[src/sba_pkg.sv]
// sba_pkg: shared widths, codes, state encoding and transfer structs
// for the slot bitmap allocator; no dependencies
package sba_pkg;

    // fixed field widths
    localparam int ADDR_W     = 48;
    localparam int SIZE_W     = 25;
    localparam int SIZE_RND_W = SIZE_W + 1;
    localparam int CAP_W      = 8;
    localparam int USED_W     = 7;
    localparam int STAT_W     = 2;
    localparam int CFG_IDX_W  = 2;
    localparam int CFG_DATA_W = ADDR_W;

    // slot sizes are rounded up to a multiple of this many bytes (power of two)
    localparam int SLOT_ALIGN = 256;

    // command codes
    localparam logic CMD_ALLOC = 1'b0;
    localparam logic CMD_FREE  = 1'b1;

    // result status codes
    localparam logic [STAT_W-1:0] STAT_OK       = 2'd0;
    localparam logic [STAT_W-1:0] STAT_EMPTY    = 2'd1;
    localparam logic [STAT_W-1:0] STAT_BAD_ADDR = 2'd2;

    // configuration register indexes
    localparam logic [CFG_IDX_W-1:0] REG_BASE = 2'd0;
    localparam logic [CFG_IDX_W-1:0] REG_SIZE = 2'd1;
    localparam logic [CFG_IDX_W-1:0] REG_CAP  = 2'd2;

    // back end sequencer states
    typedef enum logic [3:0] {
        S_IDLE,
        S_CHECK,
        S_DIV,
        S_FREE,
        S_FIND,
        S_PICK,
        S_MUL,
        S_ADDR,
        S_DONE
    } t_state;

    // configuration view handed to the back end
    typedef struct packed {
        logic [ADDR_W-1:0]     base;
        logic [SIZE_RND_W-1:0] rsize;
        logic [USED_W-1:0]     capc;
        logic                  cap_load;
    } t_cfg;

    // classified request from the front end
    typedef struct packed {
        logic              cmd;
        logic              below_base;
        logic [ADDR_W-1:0] offset;
    } t_req;

    // one result item
    typedef struct packed {
        logic [STAT_W-1:0] status;
        logic [ADDR_W-1:0] slot_address;
        logic [USED_W-1:0] slots_used;
    } t_result;

endpackage

[src/sba_fifo.sv]
// sba_fifo: small register queue with push/full and pop/empty sides
// no package dependencies
module sba_fifo #(
    parameter int WIDTH = 8,
    parameter int DEPTH = 2
) (
    input  logic             i_clk,
    input  logic             i_rst_n,
    input  logic             i_push,
    input  logic [WIDTH-1:0] i_data,
    output logic             o_full,
    input  logic             i_pop,
    output logic [WIDTH-1:0] o_data,
    output logic             o_empty
);

    localparam int AW   = (DEPTH > 1) ? $clog2(DEPTH) : 1;
    localparam int CNTW = $clog2(DEPTH + 1);

    logic [WIDTH-1:0] r_mem [DEPTH];
    logic [AW-1:0]    r_wp, r_rp;
    logic [CNTW-1:0]  r_cnt;
    logic             w_do_push, w_do_pop;

    assign o_full    = (r_cnt == CNTW'(DEPTH));
    assign o_empty   = (r_cnt == '0);
    assign w_do_push = i_push && !o_full;
    assign w_do_pop  = i_pop && !o_empty;
    assign o_data    = r_mem[r_rp];

    // pointers and fill count
    always_ff @(posedge i_clk) begin
        if (!i_rst_n) begin
            r_wp  <= '0;
            r_rp  <= '0;
            r_cnt <= '0;
        end else begin
            if (w_do_push) begin
                r_wp <= (r_wp == AW'(DEPTH - 1)) ? '0 : r_wp + 1'b1;
            end
            if (w_do_pop) begin
                r_rp <= (r_rp == AW'(DEPTH - 1)) ? '0 : r_rp + 1'b1;
            end
            if (w_do_push && !w_do_pop) begin
                r_cnt <= r_cnt + 1'b1;
            end else if (w_do_pop && !w_do_push) begin
                r_cnt <= r_cnt - 1'b1;
            end
        end
    end

    // storage
    always_ff @(posedge i_clk) begin
        if (w_do_push) begin
            r_mem[r_wp] <= i_data;
        end
    end

endmodule

[src/sba_front.sv]
// sba_front: accepts requests, works out the offset from the pool base
// and queues the classified request; uses sba_pkg and sba_fifo
module sba_front
    import sba_pkg::*;
#(
    parameter int DEPTH = 2
) (
    input  logic              i_clk,
    input  logic              i_rst_n,
    input  logic              i_push,
    input  logic              i_command,
    input  logic [ADDR_W-1:0] i_free_address,
    input  logic [ADDR_W-1:0] i_base,
    output logic              o_full,
    output t_req              o_req,
    output logic              o_req_valid,
    input  logic              i_req_pop
);

    t_req w_req;
    logic w_empty;

    // classify: frees below the base are flagged here
    always_comb begin
        w_req.cmd        = i_command;
        w_req.below_base = (i_command == CMD_FREE) && (i_free_address < i_base);
        w_req.offset     = i_free_address - i_base;
    end

    sba_fifo #(
        .WIDTH ($bits(t_req)),
        .DEPTH (DEPTH)
    ) u_req_q (
        .i_clk   (i_clk),
        .i_rst_n (i_rst_n),
        .i_push  (i_push),
        .i_data  (w_req),
        .o_full  (o_full),
        .i_pop   (i_req_pop),
        .o_data  (o_req),
        .o_empty (w_empty)
    );

    assign o_req_valid = !w_empty;

endmodule

[src/sba_back.sv]
// sba_back: sequencer that owns the free map, picks the lowest free slot,
// runs the shift-subtract slot divider and builds results; uses sba_pkg
module sba_back
    import sba_pkg::*;
#(
    parameter int MAX_SLOTS = 64
) (
    input  logic    i_clk,
    input  logic    i_rst_n,
    input  t_cfg    i_cfg,
    input  t_req    i_req,
    input  logic    i_req_valid,
    output logic    o_req_pop,
    input  logic    i_res_full,
    output logic    o_res_push,
    output t_result o_res
);

    localparam int SW     = (MAX_SLOTS > 1) ? $clog2(MAX_SLOTS) : 1;
    localparam int STW    = (SW > 1) ? $clog2(SW) : 1;
    localparam int NG     = (MAX_SLOTS + 7) / 8;
    localparam int PW     = NG * 8;
    localparam int GIW    = (NG > 1) ? $clog2(NG) : 1;
    localparam int RW     = SIZE_RND_W + SW;
    localparam int LIM_W  = USED_W + SIZE_RND_W;
    localparam int PROD_W = SW + SIZE_RND_W;

    t_state                r_state, n_state;
    logic [MAX_SLOTS-1:0]  r_map, n_map;
    logic [USED_W-1:0]     r_free_cnt, n_free_cnt;
    logic [ADDR_W-1:0]     r_off, n_off;
    logic [LIM_W-1:0]      r_limit;
    logic [RW-1:0]         r_rem, n_rem;
    logic [SW-1:0]         r_quo, n_quo;
    logic [STW-1:0]        r_step, n_step;
    logic [GIW-1:0]        r_grp, n_grp;
    logic [7:0]            r_byte, n_byte;
    logic [SW-1:0]         r_slot, n_slot;
    logic [PROD_W-1:0]     r_prod, n_prod;
    logic [STAT_W-1:0]     r_status, n_status;
    logic [ADDR_W-1:0]     r_addr, n_addr;

    logic [MAX_SLOTS-1:0]  w_cap_ones;
    logic [PW-1:0]         w_pmap;
    logic [RW-1:0]         w_div_sub;
    logic [RW:0]           w_trial;
    logic                  w_grp_found, w_bit_found;
    logic [GIW-1:0]        w_grp;
    logic [7:0]            w_byte;
    logic [2:0]            w_bit;
    logic [GIW+2:0]        w_slot_wide;

    // ones for every slot below the clamped capacity
    always_comb begin
        for (int i = 0; i < MAX_SLOTS; i++) begin
            w_cap_ones[i] = (USED_W'(i) < i_cfg.capc);
        end
    end

    // first search level: lowest group of eight holding a free slot
    assign w_pmap = PW'(r_map);
    always_comb begin
        w_grp_found = 1'b0;
        w_grp       = '0;
        w_byte      = '0;
        for (int g = 0; g < NG; g++) begin
            if (!w_grp_found && (w_pmap[g*8 +: 8] != 8'd0)) begin
                w_grp_found = 1'b1;
                w_grp       = GIW'(g);
                w_byte      = w_pmap[g*8 +: 8];
            end
        end
    end

    // second search level: lowest free slot inside the chosen group
    always_comb begin
        w_bit_found = 1'b0;
        w_bit       = '0;
        for (int b = 0; b < 8; b++) begin
            if (!w_bit_found && r_byte[b]) begin
                w_bit_found = 1'b1;
                w_bit       = 3'(b);
            end
        end
    end
    assign w_slot_wide = {r_grp, w_bit};

    // one quotient bit of offset / rounded size per cycle
    assign w_div_sub = RW'(i_cfg.rsize) << r_step;
    assign w_trial   = {1'b0, r_rem} - {1'b0, w_div_sub};

    // sequencer: next state, datapath updates and handshakes
    always_comb begin
        n_state    = r_state;
        n_map      = r_map;
        n_free_cnt = r_free_cnt;
        n_off      = r_off;
        n_rem      = r_rem;
        n_quo      = r_quo;
        n_step     = r_step;
        n_grp      = r_grp;
        n_byte     = r_byte;
        n_slot     = r_slot;
        n_prod     = r_prod;
        n_status   = r_status;
        n_addr     = r_addr;
        o_req_pop  = 1'b0;
        o_res_push = 1'b0;

        case (r_state)
            S_IDLE: begin
                if (i_req_valid) begin
                    o_req_pop = 1'b1;
                    n_off     = i_req.offset;
                    n_addr    = '0;
                    if (i_req.cmd == CMD_ALLOC) begin
                        n_state = S_FIND;
                    end else if (i_req.below_base) begin
                        n_status = STAT_BAD_ADDR;
                        n_state  = S_DONE;
                    end else begin
                        n_state = S_CHECK;
                    end
                end
            end
            S_CHECK: begin
                // slot index at or past capacity iff offset >= capacity * size
                if (r_off >= ADDR_W'(r_limit)) begin
                    n_status = STAT_BAD_ADDR;
                    n_state  = S_DONE;
                end else begin
                    n_rem   = r_off[RW-1:0];
                    n_quo   = '0;
                    n_step  = STW'(SW - 1);
                    n_state = S_DIV;
                end
            end
            S_DIV: begin
                if (!w_trial[RW]) begin
                    n_rem         = w_trial[RW-1:0];
                    n_quo[r_step] = 1'b1;
                end
                if (r_step == '0) begin
                    n_state = S_FREE;
                end else begin
                    n_step = r_step - 1'b1;
                end
            end
            S_FREE: begin
                // a double free leaves the bit and the count as they are
                if (!r_map[r_quo]) begin
                    n_free_cnt = r_free_cnt + 1'b1;
                end
                n_map[r_quo] = 1'b1;
                n_status     = STAT_OK;
                n_state      = S_DONE;
            end
            S_FIND: begin
                if (!w_grp_found) begin
                    n_status = STAT_EMPTY;
                    n_state  = S_DONE;
                end else begin
                    n_grp   = w_grp;
                    n_byte  = w_byte;
                    n_state = S_PICK;
                end
            end
            S_PICK: begin
                n_slot                 = w_slot_wide[SW-1:0];
                n_map[w_slot_wide[SW-1:0]] = 1'b0;
                n_free_cnt             = r_free_cnt - 1'b1;
                n_state                = S_MUL;
            end
            S_MUL: begin
                n_prod  = PROD_W'(r_slot) * PROD_W'(i_cfg.rsize);
                n_state = S_ADDR;
            end
            S_ADDR: begin
                n_addr   = i_cfg.base + ADDR_W'(r_prod);
                n_status = STAT_OK;
                n_state  = S_DONE;
            end
            S_DONE: begin
                if (!i_res_full) begin
                    o_res_push = 1'b1;
                    n_state    = S_IDLE;
                end
            end
            default: begin
                n_state = S_IDLE;
            end
        endcase

        // capacity write reloads the free map
        if (i_cfg.cap_load) begin
            n_map      = w_cap_ones;
            n_free_cnt = i_cfg.capc;
        end
    end

    // result item
    always_comb begin
        o_res.status       = r_status;
        o_res.slot_address = r_addr;
        o_res.slots_used   = i_cfg.capc - r_free_cnt;
    end

    // state register
    always_ff @(posedge i_clk) begin
        if (!i_rst_n) begin
            r_state <= S_IDLE;
        end else begin
            r_state <= n_state;
        end
    end

    // free map and free count, full after reset
    always_ff @(posedge i_clk) begin
        if (!i_rst_n) begin
            r_map      <= '1;
            r_free_cnt <= USED_W'(MAX_SLOTS);
        end else begin
            r_map      <= n_map;
            r_free_cnt <= n_free_cnt;
        end
    end

    // datapath registers
    always_ff @(posedge i_clk) begin
        r_off    <= n_off;
        r_limit  <= LIM_W'(i_cfg.capc) * LIM_W'(i_cfg.rsize);
        r_rem    <= n_rem;
        r_quo    <= n_quo;
        r_step   <= n_step;
        r_grp    <= n_grp;
        r_byte   <= n_byte;
        r_slot   <= n_slot;
        r_prod   <= n_prod;
        r_status <= n_status;
        r_addr   <= n_addr;
    end

endmodule

[src/slot_bitmap_allocator_unit.sv]
// slot_bitmap_allocator_unit: top level with configuration registers,
// front end, back end and result queue; uses sba_pkg, sba_front, sba_back, sba_fifo
//
// Slot allocator over a pool of up to MAX_SLOTS equal slots. Push allocate or
// free requests in, pop one result per request in request order. Requests wait
// in a two-entry queue and results in another, so either side may stall freely.
// The back end handles one request at a time. It takes a request at the clock
// edge after the request is accepted, if it is idle. It then stays busy until
// it pushes the result, going through these steps:
// - a successful allocate: two-level lowest free slot search, slot times size
//   multiply, base add
// - a free inside the pool: capacity check, then the shift-subtract divider
//   that yields one slot index bit per cycle, then the free map update
// - an allocate on a full pool ends after the first search level
// - a free below the base goes straight to its result, and one past capacity
//   ends after the capacity check. A full result queue holds the back end on
// its finished result until a result is popped. Configuration is to be written
// by the user only while the block is idle; the block does not enforce this. A
// capacity write reloads the free map on the following cycle.
module slot_bitmap_allocator_unit
    import sba_pkg::*;
#(
    parameter int MAX_SLOTS = 64
) (
    input  logic                  i_clk,
    input  logic                  i_rst_n,
    // request side
    input  logic                  push,
    output logic                  full,
    input  logic                  i_command,
    input  logic [ADDR_W-1:0]     i_free_address,
    // result side
    output logic                  empty,
    input  logic                  pop,
    output logic [STAT_W-1:0]     o_status,
    output logic [ADDR_W-1:0]     o_slot_address,
    output logic [USED_W-1:0]     o_slots_used,
    // configuration
    input  logic                  i_cfg_we,
    input  logic [CFG_IDX_W-1:0]  i_cfg_index,
    input  logic [CFG_DATA_W-1:0] i_cfg_data
);

    logic [ADDR_W-1:0]     r_base;
    logic [SIZE_W-1:0]     r_size;
    logic [CAP_W-1:0]      r_cap;
    logic                  r_cap_load;
    logic [SIZE_RND_W-1:0] r_rsize;
    logic [SIZE_RND_W-1:0] w_size_nz;
    logic [USED_W-1:0]     w_capc;
    t_cfg                  w_cfg;
    t_req                  w_req;
    logic                  w_req_valid, w_req_pop;
    logic                  w_res_full, w_res_push;
    t_result               w_res, w_res_out;

    // configuration registers
    always_ff @(posedge i_clk) begin
        if (!i_rst_n) begin
            r_base     <= '0;
            r_size     <= SIZE_W'(256);
            r_cap      <= CAP_W'(64);
            r_cap_load <= 1'b0;
        end else begin
            r_cap_load <= 1'b0;
            if (i_cfg_we) begin
                case (i_cfg_index)
                    REG_BASE: begin
                        r_base <= i_cfg_data[ADDR_W-1:0];
                    end
                    REG_SIZE: begin
                        r_size <= i_cfg_data[SIZE_W-1:0];
                    end
                    REG_CAP: begin
                        r_cap      <= i_cfg_data[CAP_W-1:0];
                        r_cap_load <= 1'b1;
                    end
                    default: begin
                    end
                endcase
            end
        end
    end

    // slot size of zero counts as one, then round up to the alignment
    assign w_size_nz = (r_size == '0) ? SIZE_RND_W'(1) : SIZE_RND_W'(r_size);
    always_ff @(posedge i_clk) begin
        r_rsize <= (w_size_nz + SIZE_RND_W'(SLOT_ALIGN - 1)) &
                   ~SIZE_RND_W'(SLOT_ALIGN - 1);
    end

    // capacity clamp
    assign w_capc = (r_cap > CAP_W'(MAX_SLOTS)) ? USED_W'(MAX_SLOTS) : r_cap[USED_W-1:0];

    always_comb begin
        w_cfg.base     = r_base;
        w_cfg.rsize    = r_rsize;
        w_cfg.capc     = w_capc;
        w_cfg.cap_load = r_cap_load;
    end

    sba_front #(
        .DEPTH (2)
    ) u_front (
        .i_clk          (i_clk),
        .i_rst_n        (i_rst_n),
        .i_push         (push),
        .i_command      (i_command),
        .i_free_address (i_free_address),
        .i_base         (r_base),
        .o_full         (full),
        .o_req          (w_req),
        .o_req_valid    (w_req_valid),
        .i_req_pop      (w_req_pop)
    );

    sba_back #(
        .MAX_SLOTS (MAX_SLOTS)
    ) u_back (
        .i_clk       (i_clk),
        .i_rst_n     (i_rst_n),
        .i_cfg       (w_cfg),
        .i_req       (w_req),
        .i_req_valid (w_req_valid),
        .o_req_pop   (w_req_pop),
        .i_res_full  (w_res_full),
        .o_res_push  (w_res_push),
        .o_res       (w_res)
    );

    // result queue
    sba_fifo #(
        .WIDTH ($bits(t_result)),
        .DEPTH (2)
    ) u_res_q (
        .i_clk   (i_clk),
        .i_rst_n (i_rst_n),
        .i_push  (w_res_push),
        .i_data  (w_res),
        .o_full  (w_res_full),
        .i_pop   (pop),
        .o_data  (w_res_out),
        .o_empty (empty)
    );

    assign o_status       = w_res_out.status;
    assign o_slot_address = w_res_out.slot_address;
    assign o_slots_used   = w_res_out.slots_used;

`ifndef NO_ASSERTIONS
    // the back end only takes requests that are waiting
    a_pop_needs_req: assert property (@(posedge i_clk) disable iff (!i_rst_n)
        w_req_pop |-> w_req_valid)
        else $error("request taken from an empty queue");

    // a finished result is never pushed into a full result queue
    a_push_has_room: assert property (@(posedge i_clk) disable iff (!i_rst_n)
        w_res_push |-> !w_res_full)
        else $error("result pushed into a full queue");

    // only a successful allocate carries an address
    a_addr_only_ok: assert property (@(posedge i_clk) disable iff (!i_rst_n)
        (!empty && o_status != STAT_OK) |-> (o_slot_address == '0))
        else $error("failed request carries a slot address");
`endif

endmodule
[config.mk]
export PLATFORM = sky130hd
export DESIGN_NAME = slot_bitmap_allocator_unit
export DESIGN_NICKNAME = d
export VERILOG_FILES = /design/src/sba_pkg.sv /design/src/sba_fifo.sv /design/src/sba_front.sv /design/src/sba_back.sv /design/src/slot_bitmap_allocator_unit.sv
export SDC_FILE = /design/constraint.sdc
export NUM_CORES = 2
export LEC_CHECK = 0
export ABC_CLOCK_PERIOD_IN_PS = 16270
export CORE_MARGIN = 3
export CORE_UTILIZATION = 45
export CTS_BUF_LIST = sky130_fd_sc_hd__clkbuf_4 sky130_fd_sc_hd__clkbuf_8
export CTS_CLUSTER_SIZE = 8
export DETAILED_ROUTE_END_ITERATION = 8
export DONT_BUFFER_PORTS = 1
export PLACE_DENSITY_LB_ADDON = 0.2
export SYNTH_ARGS = -nofsm -noshare
export SYNTH_HDL_FRONTEND = slang
export SYNTH_SLANG_ARGS = --single-unit
[constraint.sdc]
create_clock -name i_clk -period 16.27 [get_ports i_clk]
set_input_delay 3.254 -clock i_clk [delete_from_list [all_inputs] [get_ports i_clk]]
set_output_delay 3.254 -clock i_clk [all_outputs]
set_load 0.005 [all_outputs]
# After elaboration in Yosys (flattened, before gate mapping)
# Memories as Yosys holds them, arrays and structs flattened. A register that Yosys moved wholly into a read port is not among the register bits.
# Cells that the tools add are included.
[op_classes]
addsub = 16
mul = 2
order_cmp = 73
eq_ne = 23
shifts = 1
muxes = 97
n_bitwise = 5
reduce_logical = 83
[op_table]
columns = ["cell", "count"]
rows = [
  ["$lt 6x7->1 const A", 32],
  ["$pmux 64 s2", 1],
  ["$lt 5x7->1 const A", 16],
  ["$pmux 48 s2", 1],
  ["$and 64x64->64", 1],
  ["$mux 32", 2],
  ["$mux 64", 1],
  ["$mux 8", 8],
  ["$not 64->64", 1],
  ["$or 64x64->64", 1],
  ["$pmux 32 s2", 1],
  ["$reduce_bool 8->1", 8],
  ["$lt 4x7->1 const A", 8],
  ["$add 48x32->48", 1],
  ["$ge 48x33->1", 1],
  ["$lt 48x48->1", 1],
  ["$mux 48", 1],
  ["$sub 48x48->48", 1],
  ["$mux 1", 39],
  ["$sub 32x32->33", 1],
  ["$pmux 4 s8", 1],
  ["$shl 26x3->32", 1],
  ["$mux 2", 15],
  ["$lt 3x7->1 const A", 4],
  ["other kinds (54)", 153],
]
[word_totals]
ff_bits = 388
mem_bits_rw = 214
output_inout_bits = 59
word_cells = 329
n_memories = 2
[mem_list]
columns = ["name", "depth", "word_bits", "read_ports", "rd_ports_with_merged_regs", "write_ports", "line", "rtl"]
rows = [
  ["u_res_q.r_mem", 2, 57, 1, 1, 1, "sba_fifo.sv:20", "logic [WIDTH-1:0] r_mem [DEPTH];"],
  ["u_front.u_req_q.r_mem", 2, 50, 1, 1, 1, "sba_fifo.sv:20", ""],
]

# Depth between registers and ports, before layout
[depth]
ltp_word = 30
mapped_depth = 21
depth_no_buf = 21

# Modules after synthesis
# A second synthesis with hierarchy kept.
[hier_totals]
cells_unflattened = 4348
hier_area_um2 = 42961.2
[modules_own_cells]
columns = ["mod", "instances", "cells_per_inst", "area_per_inst_um2", "seq_area_each_um2"]
rows = [
  ["sba_back", 1, 3118, 28277.1, 7807.5],
  ["sba_fifo (u_res_q)", 1, 202, 4347.9, 3523.4],
  ["sba_fifo (u_front.u_req_q)", 1, 181, 3828.7, 3103.0],
  ["slot_bitmap_allocator_unit", 1, 426, 3624.7, 2001.9],
  ["sba_front", 1, 421, 2882.8, 0.0],
]

# Worst setup path before layout
# Ideal clock, no wire load.
[synth_path]
path_kind = "reg2reg"
startpoint = "reg u_back.r_step[0]"
endpoint = "reg u_back.r_quo[0], enable pin"
arrival_ps = 5484
required_time_ps = 15811
setup_slack_ps = 10327
stages_incl_launch_ff = 16
n_path_buf = 2
synth_period_minus_slack_ps = 5943
cell_sequence = "edfxtp_1 > clkbuf_1 > clkbuf_1 > mux2i_1 > or3_1 > ha_1 > o21a_1 > o21a_1 > o21ai_0 > a211o_1 > o211ai_1 > o211ai_1 > a31oi_1 > a21o_1 > a21oi_1 > o21ai_0"
[synth_between]
elab_chain_len = 4
[synth_lines]
columns = ["element", "line", "rtl"]
rows = [
  ["start, declared", "sba_back.sv:35", "logic [STW-1:0] r_step, n_step;"],
  ["start signal, assigned", "sba_back.sv:234", "r_step <= n_step;"],
  ["$shl 26x3->32", "sba_back.sv:89", "assign w_div_sub = RW'(i_cfg.rsize) << r_step;"],
  ["$sub 32x32->33", "sba_back.sv:90", "assign w_trial = {1'b0, r_rem} - {1'b0, w_div_sub};"],
  ["$ne 2x2->1 (no line)", "-", ""],
  ["$reduce_and 3->1 (no line)", "-", ""],
  ["end signal, assigned", "sba_back.sv:233", "r_quo <= n_quo;"],
  ["end, declared", "sba_back.sv:34", "logic [SW-1:0] r_quo, n_quo;"],
]
# Every way passes these cells.
# A chain may end at the register's enable or synchronous reset.

# Final worst setup path
[layout_path]
startpoint = "reg r_cap[7]"
endpoint = "reg u_back.r_limit[32]"
[layout_between]
elab_chain_len = 3
[layout_lines]
columns = ["element", "line", "rtl"]
rows = [
  ["start, declared", "slot_bitmap_allocator_unit.sv:46", "logic [CAP_W-1:0] r_cap;"],
  ["start signal, assigned", "slot_bitmap_allocator_unit.sv:75", "r_cap <= i_cfg_data[CAP_W-1:0];"],
  ["$gt 8x7->1", "slot_bitmap_allocator_unit.sv:93", "assign w_capc = (r_cap > CAP_W'(MAX_SLOTS)) ? USED_W'(MAX_SLOTS) : r_cap[USED_W-1:0];"],
  ["$mux 7", "slot_bitmap_allocator_unit.sv:93", ""],
  ["$mul 7x18->25", "sba_back.sv:231", "r_limit <= LIM_W'(i_cfg.capc) * LIM_W'(i_cfg.rsize);"],
  ["end signal, assigned", "sba_back.sv:231", ""],
  ["end, declared", "sba_back.sv:32", "logic [LIM_W-1:0] r_limit;"],
]
# Every way passes these cells.

==> metrics.md <==
| Metric | Value |
|---|---|
| 1st-iter DRT viols | `roughly 2.7k` |
| Async SR Flop Fraction | `0%` |
| Hold_buf cts | `0` |
| Max Clock Skew | `between 0.06 and 0.07 ns` |
| Final Critical Period | `6.17 ns` |
| Worst setup margin | `10.10 ns` |
| R2R Setup Slk | `approximately 10 ns` |
| CTS tree | `built` |
| Seq cells post-synth | `roughly 600` |
| Gate Count Post-Synth | `~3.7k` |
| Via-per-instance ratio | `about 6` |
| Mean Syn Cell Area | `10.1 um^2` |
| VDD IR max | `approximately 0.00015 V` |
| Global Route Usage Sum | `about a quarter` |
| Clk_lat worst skew | `approximately 0.75 ns` |
| First-pass GRT wire length | `168000 um` |
| Setup TNS | `0 ns` |
| Fin crit share | `between 30% and 40%` |
| Sinks on Clock Net | `about 600` |
| HP Class | `flop to flop` |
| CTS buffer count | `102` |
| Most frequent cells in the layout | `485 x nand2_1, 386 x edfxtp_1, 366 x a21oi_1` |
| Root Driver | `clkbuf_8` |
| Overflow after GRT | `0` |
| Detail Route Antenna Nets | `0` |
| Clock tree buffer depth | `3` |
| Top cells by area, synth | `edfxtp_1 31%, dfxtp_1 11%, fa_1 8.0%, ha_1 7.1%, a21oi_1 4.9%` |
| Placer congestion estimate | `~0.96` |
| Max Cap Viol | `0` |
| Endpoints failing hold | `0` |
| Worst hold margin | `0.418 ns` |
| Die width | `around 290 um` |
| Most common cell after layout, fill and taps aside | `nand2_1` |
| Fin area | `around 40000 um^2` |
| Critical Path Source Type | `flop` |
| Area delta synth->final | `8.77%` |
| Worst r2r path cells | `21` |
| Area share of the largest cell type after synthesis | `31.3%` |
| Fmax | `around 0.16 GHz` |
| DR WL/cell | `between 20 and 25 um` |
| Distinct cells, synth | `95` |
| Post-synth top flop | `edfxtp_1` |
| Share of post-route cells with drive strength above 1 | `~11%` |
| Placeable Area | `81100 um^2` |
| Dpl cells | `4608` |
| # H-tree levels | `3` |
| Die Ht | `between 200 and 300 um` |
| Net Count, Synth | `4140` |
| Seq/Total Area, Yosys | `a little over two fifths` |
| DP Worst Slack | `about 10 ns` |
| Clk slew on worst S/H paths | `approximately 0.06 ns` |
| Post-Route WL | `112000 um` |
| Via count | `between 20k and 30k` |
| # setup viols final | `0` |
| Port Buf Inserts | `0` |
| Vias in the first global route | `roughly 27k` |
| Critical Path RT | `about 17 ns` |
| Area leader, netlist | `edfxtp_1` |
| Ys Warns | `0` |
| Hold Crit Depth | `0` |
| Initial core utilization | `45.7%` |
| Resize count post-CTS | `0` |
| Initial DRT Pass Iterations | `5` |
| Post-Layout Cell Count | `around 4.8k` |
| Static Leakage | `~16 nW` |
| Post-Syn Area | `roughly 37000 um^2` |
| CP max FO | `between 90 and 100` |
| Post-placement cell area | `around 38000 um^2` |
| WP data arrival | `just under 7 ns` |
| FP Rows | `about 100` |
| Final core utilization | `slightly below 50%` |
| Nets@finish | `approximately 4.1k` |
| Cell Pwr Density | `112 nW/um^2` |
| Dpl hpwl | `between 80000 and 90000 um` |
| Largest net degree at the start of global routing | `97` |
| Worst slew pin tran | `1.37 ns` |
| Final total power | `4.53 mW` |
| Slew Viols, Final | `0` |
| Max transition margin | `under 10%` |
| Outcome | `completed` |
| CP Capture Type | `flop` |
| Unrepaired setup endpoints after global routing | `no` |
| Antenna violations before repair | `6` |
| Post-CTS setup buffer count | `0` |
| Total Die Area | `around 86000 um^2` |
| Setup Crit Path Kind | `flop to flop` |
| Top Ports | `about 160` |
| Post-synth EDFFs | `386` |
| DRC Markers | `0` |
[critical path: stages (launching register included)]
cell	delay [ns]
dfxtp_1	0.35
nor2_4	0.11
buf_4	0.60
nand2_1	0.20
inv_1	0.39
nand2_1	0.13
fa_1	0.52
fa_1	0.56
inv_1	0.06
fa_1	0.52
inv_1	0.05
fa_1	0.52
inv_1	0.04
ha_1	0.32
a21oi_1	0.26
o21a_1	0.23
o2111ai_1	0.20
a31o_2	0.31
a41oi_1	0.30
o21bai_1	0.11
a21oi_1	0.18
xnor2_1	0.13
[registers in the layout, summed over array words and instances (netlist names), 24 cells and up, named ones only]
| name | flops |
|---|---|
| u_back.r_off | 48 |
| u_back.r_limit | 25 |
| u_back.r_prod | 24 |
| r_base | 48 |
| u_front.u_req_q.r_mem | 100 |
| r_size | 25 |
| u_back.r_rem | 24 |
| u_back.r_map | 64 |
| u_back.r_addr | 48 |
| u_res_q.r_mem | 114 |
[area by class of cell]
| class | count | area (um^2) |
|---|---|---|
| Antenna cell | 10 | 25.0 |
| Clock buffer | 150 | 1830 |
| Clock inverter | 32 | 305 |
| Fill cell | 7575 | 40800 |
| Inverter | 271 | 1020 |
| Multi-Input combinational cell | 2630 | 19600 |
| Sequential cell | 596 | 15800 |
| Tap cell | 1060 | 1330 |
| Timing Repair Buffer | 51 | 383 |
[where the power goes]
| part | internal, mW | switching (mW) |
|---|---|---|
| logic | 0.338 | 0.588 |
| clock network | 0.767 | 0.656 |
| registers | 2.01 | 0.172 |
[per-layer routing]
layer	vias up	GRT usage, %	part of all wire [%]
met5	-	0	0
met4	0	8.80	3.2
met3	230	4.75	8.3
met2	1109	38.3	43
met1	13800	37.5	45
li1	13000	-	-
[path summary, 6_finish.rpt]
| check | from | to |
|---|---|---|
| max | r_cap[7] | u_back.r_limit[32] |
| min | u_back.r_addr[0] | u_res_q.r_mem[0][7] |
| max reg2reg | r_cap[7] | u_back.r_limit[32] |
| min reg2reg | u_back.r_addr[0] | u_res_q.r_mem[0][7] |
[logic make-up (layout without fill, tap and decap cells)]
kind of cell | after synthesis | in the layout | synth area share [%]
compound gates | 832 | 832 | 13.9
xor+xnor | 154 | 154 | 3.64
fa+ha+maj | 359 | 359 | 15.1
buf+inv | 451 | 504 | 4.64
flops | 596 | 596 | 42.6
mux | 176 | 176 | 5.95
other cells | 0 | 10 | 0
simple gates | 1109 | 1109 | 14.1
[Yosys cell counts, drive strengths merged, types with 38 or more instances]
| cell | n |
|---|---|
| nor3 | 52 |
| a211oi | 61 |
| xor2 | 61 |
| fa | 148 |
| mux2 | 114 |
| o21ai | 130 |
| mux2i | 38 |
| inv | 270 |
| nand2 | 487 |
| nor2 | 194 |
| dfxtp | 210 |
| a21oi | 367 |
| edfxtp | 386 |
| ha | 211 |
| and2 | 62 |
| and3 | 120 |
| clkbuf | 158 |
| a21o | 63 |
| o22ai | 38 |
| xnor2 | 93 |
Power figures use the tool's default switching activity.
